<file path="src/rtl/per_device_event_queue_arbiter_top_macros.svh">
// ----------------------------------------------------------------------------
// Assertion macros for the per-device event queue arbiter
// Implication checks on the rising clock edge, quiet while in reset.
// Empty bodies when SYNTHESIS is defined.
// ----------------------------------------------------------------------------
`ifndef PER_DEVICE_EVENT_QUEUE_ARBITER_TOP_MACROS_SVH
`define PER_DEVICE_EVENT_QUEUE_ARBITER_TOP_MACROS_SVH

`ifndef SYNTHESIS
// same-cycle implication
`define PDEQ_ASSERT_IMP(lbl, ck, rst_n, ante, cons) \
	lbl: assert property (@(posedge ck) disable iff (!rst_n) (ante) |-> (cons)) \
		else $error("pdeq: implication check failed");
// next-cycle implication
`define PDEQ_ASSERT_NXT(lbl, ck, rst_n, ante, cons) \
	lbl: assert property (@(posedge ck) disable iff (!rst_n) (ante) |=> (cons)) \
		else $error("pdeq: next-cycle check failed");
`else
`define PDEQ_ASSERT_IMP(lbl, ck, rst_n, ante, cons)
`define PDEQ_ASSERT_NXT(lbl, ck, rst_n, ante, cons)
`endif

`endif

</file>
<file path="src/rtl/pdeq_ram.sv">
// ----------------------------------------------------------------------------
// pdeq_ram
// Simple dual-port RAM: one write port, one read port, registered read data.
// Read data holds while no read is issued.
// ----------------------------------------------------------------------------
`timescale 1ns / 1ps
`default_nettype none

module pdeq_ram #(
	parameter int WIDTH = 8,
	parameter int DEPTH = 16,
	localparam int AW = (DEPTH > 1) ? $clog2(DEPTH) : 1
) (
	input  wire logic             clk,
	input  wire logic             we,
	input  wire logic [AW-1:0]    waddr,
	input  wire logic [WIDTH-1:0] wdata,
	input  wire logic             re,
	input  wire logic [AW-1:0]    raddr,
	output logic      [WIDTH-1:0] rdata
);

	logic [WIDTH-1:0] mem [DEPTH];

	// write port and registered read
	always_ff @(posedge clk) begin
		if (we) begin
			mem[waddr] <= wdata;
		end
		if (re) begin
			rdata <= mem[raddr];
		end
	end

endmodule

`default_nettype wire

</file>
<file path="config.mk">
export PLATFORM = sky130hd
export DESIGN_NAME = pdeq_ram
export DESIGN_NICKNAME = d
export VERILOG_FILES = /design/src/rtl/per_device_event_queue_arbiter_top_macros.svh /design/src/rtl/pdeq_ram.sv
export SDC_FILE = /design/constraint.sdc
export NUM_CORES = 1
export LEC_CHECK = 0
export ABC_AREA = 0
export BUFFER_PORTS_ARGS = -buffer_cell sky130_fd_sc_hd__buf_2
export CORE_ASPECT_RATIO = 0.6
export CORE_MARGIN = 3
export CORE_UTILIZATION = 45
export CTS_CLUSTER_DIAMETER = 50
export DETAILED_ROUTE_END_ITERATION = 8
export GPL_TIMING_DRIVEN = 1
export SYNTH_ARGS = -nofsm -noshare
export SYNTH_HDL_FRONTEND = slang
export SYNTH_SLANG_ARGS = --single-unit
</file>
<file path="constraint.sdc">
create_clock -name clk -period 3.4 [get_ports clk]
set_input_delay 0 -clock clk [delete_from_list [all_inputs] [get_ports clk]]
set_output_delay 0 -clock clk [all_outputs]
set_load 0.1 [all_outputs]
</file>
### Word-level counts from Yosys, hierarchy flattened

Memories as Yosys holds them, arrays and structs flattened. A register that Yosys moved wholly into a read port is not among the register bits.
Cells that the tools add are included.

* input port bits: 19
* register bits: 0
* memory bits (writable): 128
* memories: 1

Memory list
* mem: depth 16, bits a word 8, read ports 1, clocked after Yosys merged registers in 1, wr ports 1, line pdeq_ram.sv:23 `logic [WIDTH-1:0] mem [DEPTH];`

* muxes and demuxes: 2

Operators with widths (number)
* $mux W1: 2

### Longest topological paths before layout

* depth after elaboration: 2
* gate-level depth with buffers: 5
* gate-level depth less buffers: 3

### Worst setup path before layout

No wires, ideal clock.

* path kind: input-to-reg
* from: input waddr[2]
* to: memory mem[0][0] (enable)
* path buffers: 0
* stages on the path: 2
* setup slack: 1907 ps
* data required time: 3017 ps
* arrival: 1110 ps
* cells stage by stage: or3b_2 > nor3_1

RTL lines
* start, declared: line pdeq_ram.sv:16 `input wire logic [AW-1:0] waddr,`
* end, declared: line pdeq_ram.sv:23

Straight into the memory's write port.

==> impl_metrics.tcl <==
set metrics [dict create \
    hold_class "input pin to register" \
    grt_usage 0.184 \
    grt_max_degree 33 \
    coreArea_um2 11000 \
    yosysWarnings 0 \
    ioPinCount 27 \
    synth.avg_cell_area_um2 22.8 \
    synth-seq-cells 136 \
    start_kind "register" \
    cts_setup_buffers 0 \
    powerDensity_nw_per_um2 651 \
    fin_util 0.564 \
    synth_nets 248 \
    crit_fanout 1 \
    synth-edff-count 136 \
    skew_ns 0.00749 \
    slew_headroom 0.416 \
    grt_pass1_wl_mm 16.1 \
    antenna_found_initial 0 \
    maxSlewViolCount 0 \
    topRoutingLayerUsed "met4" \
    cp-end-kind "register" \
    num_vias 2450 \
    cp-endpoint "rdata[3]$_DFFE_PP_" \
    fin_tns_setup_ns 0 \
    grt_pass1_vias 2446 \
    critPathRequiredTime_ns 3.56 \
    post-route-period-util 0.458 \
    maxCapViolCount 0 \
    fill_cells 839 \
    first_pass_iters 4 \
    htree_levels 4 \
    ir_drop_v 0.000342 \
    period_needed_ns 1.56 \
    clk_pin_slew_ns 0.06 \
    wl_per_cell_um 24.7 \
    leakagePower_nw 2.06 \
    clock_sinks 136 \
    wl_met2_mm 4.65 \
    fmax_mhz 642 \
    post_cts_resized 0 \
    synth_cells 229 \
    synth_cell_types 18 \
    root_buffer "clkbuf_16" \
    via_per_inst 5.52 \
    tritoncts "done" \
    setup_viol 0 \
    antenna_cells 0 \
    overflow 0 \
    place_hpwl_mm 6.81 \
    drt_iter0_drc 273 \
    wl_met1_mm 5.21 \
    rsz0062_at_grt "no" \
    setup_ws_ns 1.84 \
    yosysSeqAreaShare 0.781 \
    ff2ff_path_depth 3 \
    start_util 0.477 \
    cp.arrival_ns 1.72 \
    synth_ff_type "edfxtp_1" \
    rrSetupSlack_ns 1.84 \
    critical_path_class "register to register" \
    dp_slack_ns 1.37 \
    async_flop_share 0 \
    fin_area_um2 6180 \
    finalHoldViolCount 0 \
    cts.path.max_buffers 2 \
    postRouteAntennaNets 0 \
    insertion_delay_ns 0.42 \
    die_h_um 89.5 \
    rows 29 \
    area_growth_pct 18.2 \
    synth_area_um2 5230 \
    drive_above_1_share 0.277 \
    crit_start "mem[5][3]$_DFFE_PP_" \
    status "finished clean" \
    rr_startpoint "mem[5][3]$_DFFE_PP_" \
    die_w_um 145 \
    dr_wl_met3_mm 1.02 \
    cts_buffers 17 \
    placed_area_um2 5510 \
    drc 0 \
    die_area_um2 13000 \
    portBuffers 26 \
    final_nets 295 \
    worst-slew-pin-transition_ns 0.872 \
    gp_congestion 0.730 \
    wl_mm 11.0 \
    reg2reg_to "rdata[3]$_DFFE_PP_" \
]
-- how the worst min path moves through the flow --
stage | start | end | slack, ns | cells after the start
2_1_floorplan | wdata[0] | mem[0][0]$_DFFE_PP_ | 0.1 | 0
5_1_grt | wdata[6] | mem[7][6]$_DFFE_PP_ | 0.007 | 1
6_report | wdata[6] | mem[14][6]$_DFFE_PP_ | 0.00006 | 1
4_1_cts | wdata[6] | mem[7][6]$_DFFE_PP_ | 0.006 | 1
3_5_place_dp | re | rdata[0]$_DFFE_PP_ | 0.39 | 1
3_3_place_gp | re | rdata[0]$_DFFE_PP_ | 0.39 | 1
-- final cells by class --
class / instances / area (um2) / area share
tap: 155 / 194 / 0.0314
timing repair buffer: 38 / 235 / 0.0381
clock buffer: 17 / 425 / 0.0688
clock inverter: 15 / 184 / 0.0298
sequential: 136 / 4080 / 0.661
multi-input combinational: 83 / 1060 / 0.171
-- state kept, by name (all words and copies together), names as in the netlist --
| name | cells |
|---|---|
| mem | 128 |
| rdata | 8 |
-- Yosys cell counts, drive strengths merged (2+ instances only) --
cell	number	share of area
mux4	32	0.15
nor2	13	0.0093
nand3b	2	0.0029
edfxtp	136	0.78
nor3	4	0.0038
clkdlybuf4s25	3	0.0057
nand2	9	0.0065
buf	7	0.011
nand2b	2	0.0024
a22oi	16	0.023
-- metrics by stage --
step	power, mW	hold WS [ns]	cells
6_report	4.02	0.0000645	444
3_5_place_dp	2.17	0.389	406
5_1_grt	4.15	0.00666	444
3_3_place_gp	2.17	0.391	406
4_1_cts	4.06	0.00617	444
2_1_floorplan	2.09	0.0989	229
-- metal layers --
metal  vias up  global-route usage
li1       1080                   -
met1      1265               0.280
met2        92               0.253
met3        13              0.0547
met4         0              0.0672
met5         -                   0
-- repair_timing --
action,4_1_cts,5_1_grt
endpoints found under the hold margin,77,0
hold buffers,6,0
endpoints found under the setup margin,0,0
-- logic make-up (layout without fill, tap and decap cells) --
group | Yosys count | after routing | synth area share
AOI/OAI and AO/OA | 16 | 16 | 0.0230
DFF | 136 | 136 | 0.781
buffers and inverters | 10 | 70 | 0.0165
and+or+nand+nor | 35 | 35 | 0.0314
muxes | 32 | 32 | 0.148
-- power by group --
| part | switching (mW) | internal [mW] | leakage, nW |
|---|---|---|---|
| Combinational | 0.166 | 0.0723 | 0.529 |
| Sequential | 0.0110 | 1.89 | 1.24 |
| Clock | 0.671 | 1.21 | 0.295 |
| Total | 0.848 | 3.18 | 2.06 |
-- cell usage in the layout, fill, tap and decap left out --
cell type      netlist  final
nand2_1              9      9
mux4_1              14     14
buf_2                3     26
and2b_1              1      1
nand3b_1             2      2
a22oi_1             16     16
clkinv_2             0      4
nor2_1              13     13
clkbuf_16            0     17
bufinv_16            0      4
clkinv_1             0      3
edfxtp_1           136    136
or3b_2               1      1
dlygate4sd3_1        0      6
nor3_1               4      4
clkinv_4             0      2
mux4_2              18     18
nand3_1              1      1
buf_4                1      6
nor2b_1              1      1
and2_1               1      1
nand2b_1             2      2
clkinvlp_4           0      2
-- worst max-delay path: stages (launching register included) --
cell,delay [ns]
edfxtp_1,0.35
mux4_1,0.60
a22oi_1,0.27
nand2_1,0.09
No activity file was read; power rests on OpenSTA's default activity.
