## src/rtl/per_device_event_queue_arbiter_top_macros.svh

```systemverilog
// ----------------------------------------------------------------------------
// Assertion macros for the per-device event queue arbiter
// Implication checks on the rising clock edge, quiet while in reset.
// Empty bodies when SYNTHESIS is defined.
// ----------------------------------------------------------------------------
`ifndef PER_DEVICE_EVENT_QUEUE_ARBITER_TOP_MACROS_SVH
`define PER_DEVICE_EVENT_QUEUE_ARBITER_TOP_MACROS_SVH

`ifndef SYNTHESIS
// same-cycle implication
`define PDEQ_ASSERT_IMP(lbl, ck, rst_n, ante, cons) \
	lbl: assert property (@(posedge ck) disable iff (!rst_n) (ante) |-> (cons)) \
		else $error("pdeq: implication check failed");
// next-cycle implication
`define PDEQ_ASSERT_NXT(lbl, ck, rst_n, ante, cons) \
	lbl: assert property (@(posedge ck) disable iff (!rst_n) (ante) |=> (cons)) \
		else $error("pdeq: next-cycle check failed");
`else
`define PDEQ_ASSERT_IMP(lbl, ck, rst_n, ante, cons)
`define PDEQ_ASSERT_NXT(lbl, ck, rst_n, ante, cons)
`endif

`endif

```

## src/rtl/pdeq_arb.sv

```systemverilog
// ----------------------------------------------------------------------------
// pdeq_arb
// Fixed-priority pick of the lowest-numbered device with pending events.
// Isolates the lowest set request bit, then encodes it.
// ----------------------------------------------------------------------------
`timescale 1ns / 1ps
`default_nettype none

module pdeq_arb #(
	parameter int N = 32,
	localparam int IW = $clog2(N)
) (
	input  wire logic [N-1:0]  req,
	output logic               found,
	output logic      [IW-1:0] idx
);

	logic [N-1:0] lowest;

	// two's complement trick leaves only the lowest set bit
	assign lowest = req & (~req + N'(1));
	assign found  = |req;

	// one-hot to binary
	always_comb begin
		idx = '0;
		for (int i = 0; i < N; i++) begin
			if (lowest[i]) begin
				idx = idx | IW'(i);
			end
		end
	end

endmodule

`default_nettype wire

```

## config.mk

```make
export PLATFORM = sky130hd
export DESIGN_NAME = pdeq_arb
export DESIGN_NICKNAME = d
export VERILOG_FILES = /design/src/rtl/per_device_event_queue_arbiter_top_macros.svh /design/src/rtl/pdeq_arb.sv
export SDC_FILE = /design/constraint.sdc
export NUM_CORES = 1
export LEC_CHECK = 0
export CAP_MARGIN = 40
export CELL_PAD_IN_SITES_DETAIL_PLACEMENT = 0
export CELL_PAD_IN_SITES_GLOBAL_PLACEMENT = 2
export CORE_UTILIZATION = 30
export DETAILED_ROUTE_END_ITERATION = 12
export DONT_BUFFER_PORTS = 1
export PLACE_DENSITY = 0.81
export SLEW_MARGIN = 0
export SYNTH_ARGS = -nofsm -noshare
export SYNTH_HDL_FRONTEND = slang
export SYNTH_SLANG_ARGS = --single-unit
```

## constraint.sdc

```tcl
create_clock -name vclk -period 1.36
set_input_delay 0.068 -clock vclk [all_inputs]
set_output_delay 0.068 -clock vclk [all_outputs]
set_load 0.02 [all_outputs]
```

== Yosys cells after proc, flatten, opt, wreduce, memory -nomap -nowiden ==
Cells that the tools add are included.

* Flip-flop bits (word level): 0

* Add/subtract/negate cells: 1
* Muxes and demuxes: 31
* Bitwise logic cells: 2
* Reduce and logical (&&, ||, !) cells: 1

{| class="wikitable"
|+ Operator list
! cell !! number
|-
| $mux 5 || 16
|-
| $add 32x1->32 const B || 1
|-
| $and 32x32->32 || 1
|-
| $mux 4 || 8
|-
| $not 32->32 || 1
|-
| $reduce_or 32->1 || 1
|-
| $mux 3 || 4
|-
| $mux 2 || 2
|-
| $mux 1 || 1
|}

== Longest topological paths before layout ==
* Depth in word-level cells: 34
* Gate-level depth with buffers: 5
* Mapped depth without buffers: 5

== Least setup slack after synthesis ==
Ideal clock, no wire load.

* Kind: input port to output port
* Start point: input req[21]
* End point: output idx[4]
* Data arrival time: 1.413 ns
* Required time: 1.292 ns
* Slack: -0.121 ns
* Cell stages on the path: 5
* Path buffers: 0
* Cells stage by stage: or4_4 nor2_2 o211ai_1 and3_1 o221ai_1

* Word-level cells in the longest chain between the ends: 14

{| class="wikitable"
|+ RTL lines
! element !! RTL line !! source
|-
| start, declared || pdeq_arb.sv:13 || <nowiki>input wire logic [N-1:0] req,</nowiki>
|-
| $not 32->32 || pdeq_arb.sv:21 || <nowiki>assign lowest = req & (~req + N'(1));</nowiki>
|-
| $add 32x1->32 || pdeq_arb.sv:21 ||
|-
| $and 32x32->32 * || pdeq_arb.sv:21 ||
|-
| $mux 5 (10 in a row) || pdeq_arb.sv:28 || <nowiki>if (lowest[i]) begin</nowiki>
|-
| $mux 5 * || pdeq_arb.sv:28 ||
|-
| end, declared || pdeq_arb.sv:15 || <nowiki>output logic [IW-1:0] idx</nowiki>
|}

Mark *: on every way between the ends. The rest lies on a longest branch, timed or not.

== Worst setup path in the final report ==
* Start point: input req[21]
* End point: output idx[1]

* Word-level cells in the longest chain between the ends: 13

{| class="wikitable"
|+ RTL lines
! element !! RTL line
|-
| $not 32->32 * || pdeq_arb.sv:21
|-
| $add 32x1->32 * || pdeq_arb.sv:21
|-
| $and 32x32->32 * || pdeq_arb.sv:21
|-
| $mux 5 (9 in a row) || pdeq_arb.sv:28
|-
| $mux 5 * || pdeq_arb.sv:28
|}

Marked as above.

==> Implementation_results.wiki <==
{| class="wikitable"
! Metric !! Value
|-
| Run status || finished with violations
|-
| Failing checks || setup timing
|-
| CP Data Required Time || 1290 ps
|-
| Most common cell in the synthesized netlist || sky130_fd_sc_hd__nor2_1
|-
| Leading cell types by count after synthesis || sky130_fd_sc_hd__nor2_1 (12), sky130_fd_sc_hd__nand2_1 (7), sky130_fd_sc_hd__a21oi_1 (5), sky130_fd_sc_hd__inv_1 (5)
|-
| Drt wl/cell || 14.6 um
|-
| DP Worst Slack || -129 ps
|-
| YS warnings || 0
|-
| Final number of hold-violating endpoints || 0
|-
| Cell Int Power || 55.0 uW
|-
| Buffers inserted by post-CTS timing repair || 0
|-
| Layout cell share with drive strength beyond 1 || 0.337
|-
| Wire length of the first global-routing pass || 2840 um
|-
| Area delta synth->final || 39.1%
|-
| Initial antenna violation count || 0
|-
| I/O Buffers || 0
|-
| Top achievable clock speed || 683 MHz
|-
| Max Fanout on Critical Path || 4
|-
| Diodes inserted || 0
|-
| Register area share after synthesis || 0
|-
| Number of hold-repair buffers added at the cts stage || 0
|-
| Die extent in y || 46.0 um
|-
| Total via count after detailed routing || 768
|-
| Number of nets in the layout || 135
|-
| Synth Instances || 88
|-
| Startpoint of the worst setup timing path || req[21]
|-
| Type of destination of the critical path || output port
|-
| Area of the mapped netlist || 582 um2
|-
| Die Footprint || 2120 um2
|-
| Total of max-cap violations || 0
|-
| Floorplan die width || 46.0 um
|-
| Worst Setup EP || idx[1]
|-
| Switching component of the power || 53.6 uW
|-
| Fill cells || 212
|-
| Finish-stage setup viols || 3
|-
| Post-route minimum period || 1460 ps
|-
| Placer's final routability congestion estimate || 0.732
|-
| Area leader, netlist || sky130_fd_sc_hd__nor2_1
|-
| Rows || 15
|-
| Post-Syn Nets || 120
|-
| Type of the tightest min-delay check || in -> out
|-
| Detailed-route DRC error count || 0
|-
| Vias per Instance || 6.10
|-
| Worst path setup slack after routing || -104 ps
|-
| Number of nets still failing antenna checks after routing || 0
|-
| Largest net degree at the start of global routing || 9
|-
| Final HPWL DP || 1610 um
|-
| RSZ-0062 raised after global routing || true
|-
| Kind of start point of the critical path || input pin
|-
| Vias in the first global route || 717
|-
| Count of pins over their slew limit || 0
|-
| Worst supply voltage drop on vdd || 0.0676 mV
|-
| Normalized max-slew margin || 0.765
|-
| Routed wire length || 1840 um
|-
| Number of instances in the placed design || 126
|-
| Number of iterations in the first detailed-routing pass || 4
|-
| Netlist cell types || 39
|-
| Top cells by area, synth || sky130_fd_sc_hd__nor2_1 (7.7%), sky130_fd_sc_hd__nand2_1 (4.5%), sky130_fd_sc_hd__a21oi_1 (4.3%)
|-
| Number of flip-flops and latches || 0
|-
| Clock power frac || 0
|-
| Critical Setup Path Class || in -> out
|-
| Critical path arrival || 1400 ps
|-
| Total routing resource utilization after global routing || 0.173
|-
| Leak pwr || 0.000270 uW
|-
| PD cells || 134 nW/um2
|-
| Final Instance Count excl. Fillers || 126
|-
| Area used by sequential logic in the layout || 0 um2
|-
| Gate power share || 1.000
|-
| Starting density of the core || 0.330
|-
| Avg Cell Area, Syn || 6.61 um2
|-
| Total gr overflow || 0
|-
| Period utilization || 1.08
|-
| CORE AREA || 1760 um2
|-
| Footprint of the multi-input gates || 658 um2
|-
| Relative contribution of sequential cells to total power || 0
|-
| Top-Level Pins || 38
|-
| Share of the synthesized area in the top cell type || 0.0774
|-
| Net Sw Frac || 0.493
|-
| Clk_buf instances || 0
|-
| Actual transition at the worst max-transition pin || 352 ps
|-
| First DRT Iteration DRCs || 7
|}
[stage by stage]
stage	setup TNS (ps)	util	hold WS [ps]	power [uW]	area (um2)
after detailed placement	-487	0.413	363	100	729
after global routing	-550	0.459	352	119	810
after floorplan	-111	-	327	76.0	601
after global placement	-368	0.413	356	99.7	729
final	-254	0.459	334	109	810
after CTS	-327	0.438	363	104	772
[power groups by stage]
stage,logic (uW),clock network [uW],registers [uW]
3_5_place_dp,100,0,0
6_report,109,0,0
5_1_grt,119,0,0
2_1_floorplan,76.0,0,0
4_1_cts,104,0,0
3_3_place_gp,99.7,0,0
[worst min-delay path by stage]
stage | start | end | cells past startpoint
after floorplan | req[31] | found | 2
after global routing | req[31] | found | 3
after CTS | req[31] | found | 3
after detailed placement | req[31] | found | 3
final | req[31] | found | 3
after global placement | req[31] | found | 3
[critical path: stages]
cell                       delay [ps]
sky130_fd_sc_hd__or4_4            560
sky130_fd_sc_hd__nor4b_4          280
sky130_fd_sc_hd__nand2_1           80
sky130_fd_sc_hd__a21bo_1          180
sky130_fd_sc_hd__nand4b_1         220
[placed cells by master (no fill, tap or decap), drive strengths merged, types with 3 or more instances in the layout]
master and count:
nor4 7, nor3 5, nand2b 3, nor2b 3, inv 5, nand3 4, or3 3, o21bai 3
nand2 7, nor2 13, a21oi 5, buf 13
[layer usage]
layer | wire [um] | track usage | up-vias
met5 | 0 | 0 | -
met1 | 858 | 0.242 | 359
met3 | 107 | 0.0119 | 0
met4 | 0 | 0 | 0
met2 | 875 | 0.304 | 25
li1 | - | - | 384
[layout make-up]
| class | count | share of cell area |
|---|---|---|
| inverter | 5 | 0.0232 |
| timing repair buffer | 13 | 0.125 |
| multi-input combinational | 83 | 0.813 |
| tap | 25 | 0.0386 |
[logic make-up (layout without fill, tap and decap cells)]
group	after synthesis	after routing	synth area share
AOI/OAI and AO/OA	25	25	0.323
buffers and inverters	5	18	0.0323
and+or+nand+nor	58	58	0.645
[timing repair]
| action | CTS | global route |
|---|---|---|
| pin swaps | 2 | 4 |
| cloned | 0 | 0 |
| setup endpoints to repair | 5 | 6 |
| resized for setup | 6 | 6 |
No activity file was read; power rests on OpenSTA's default activity.
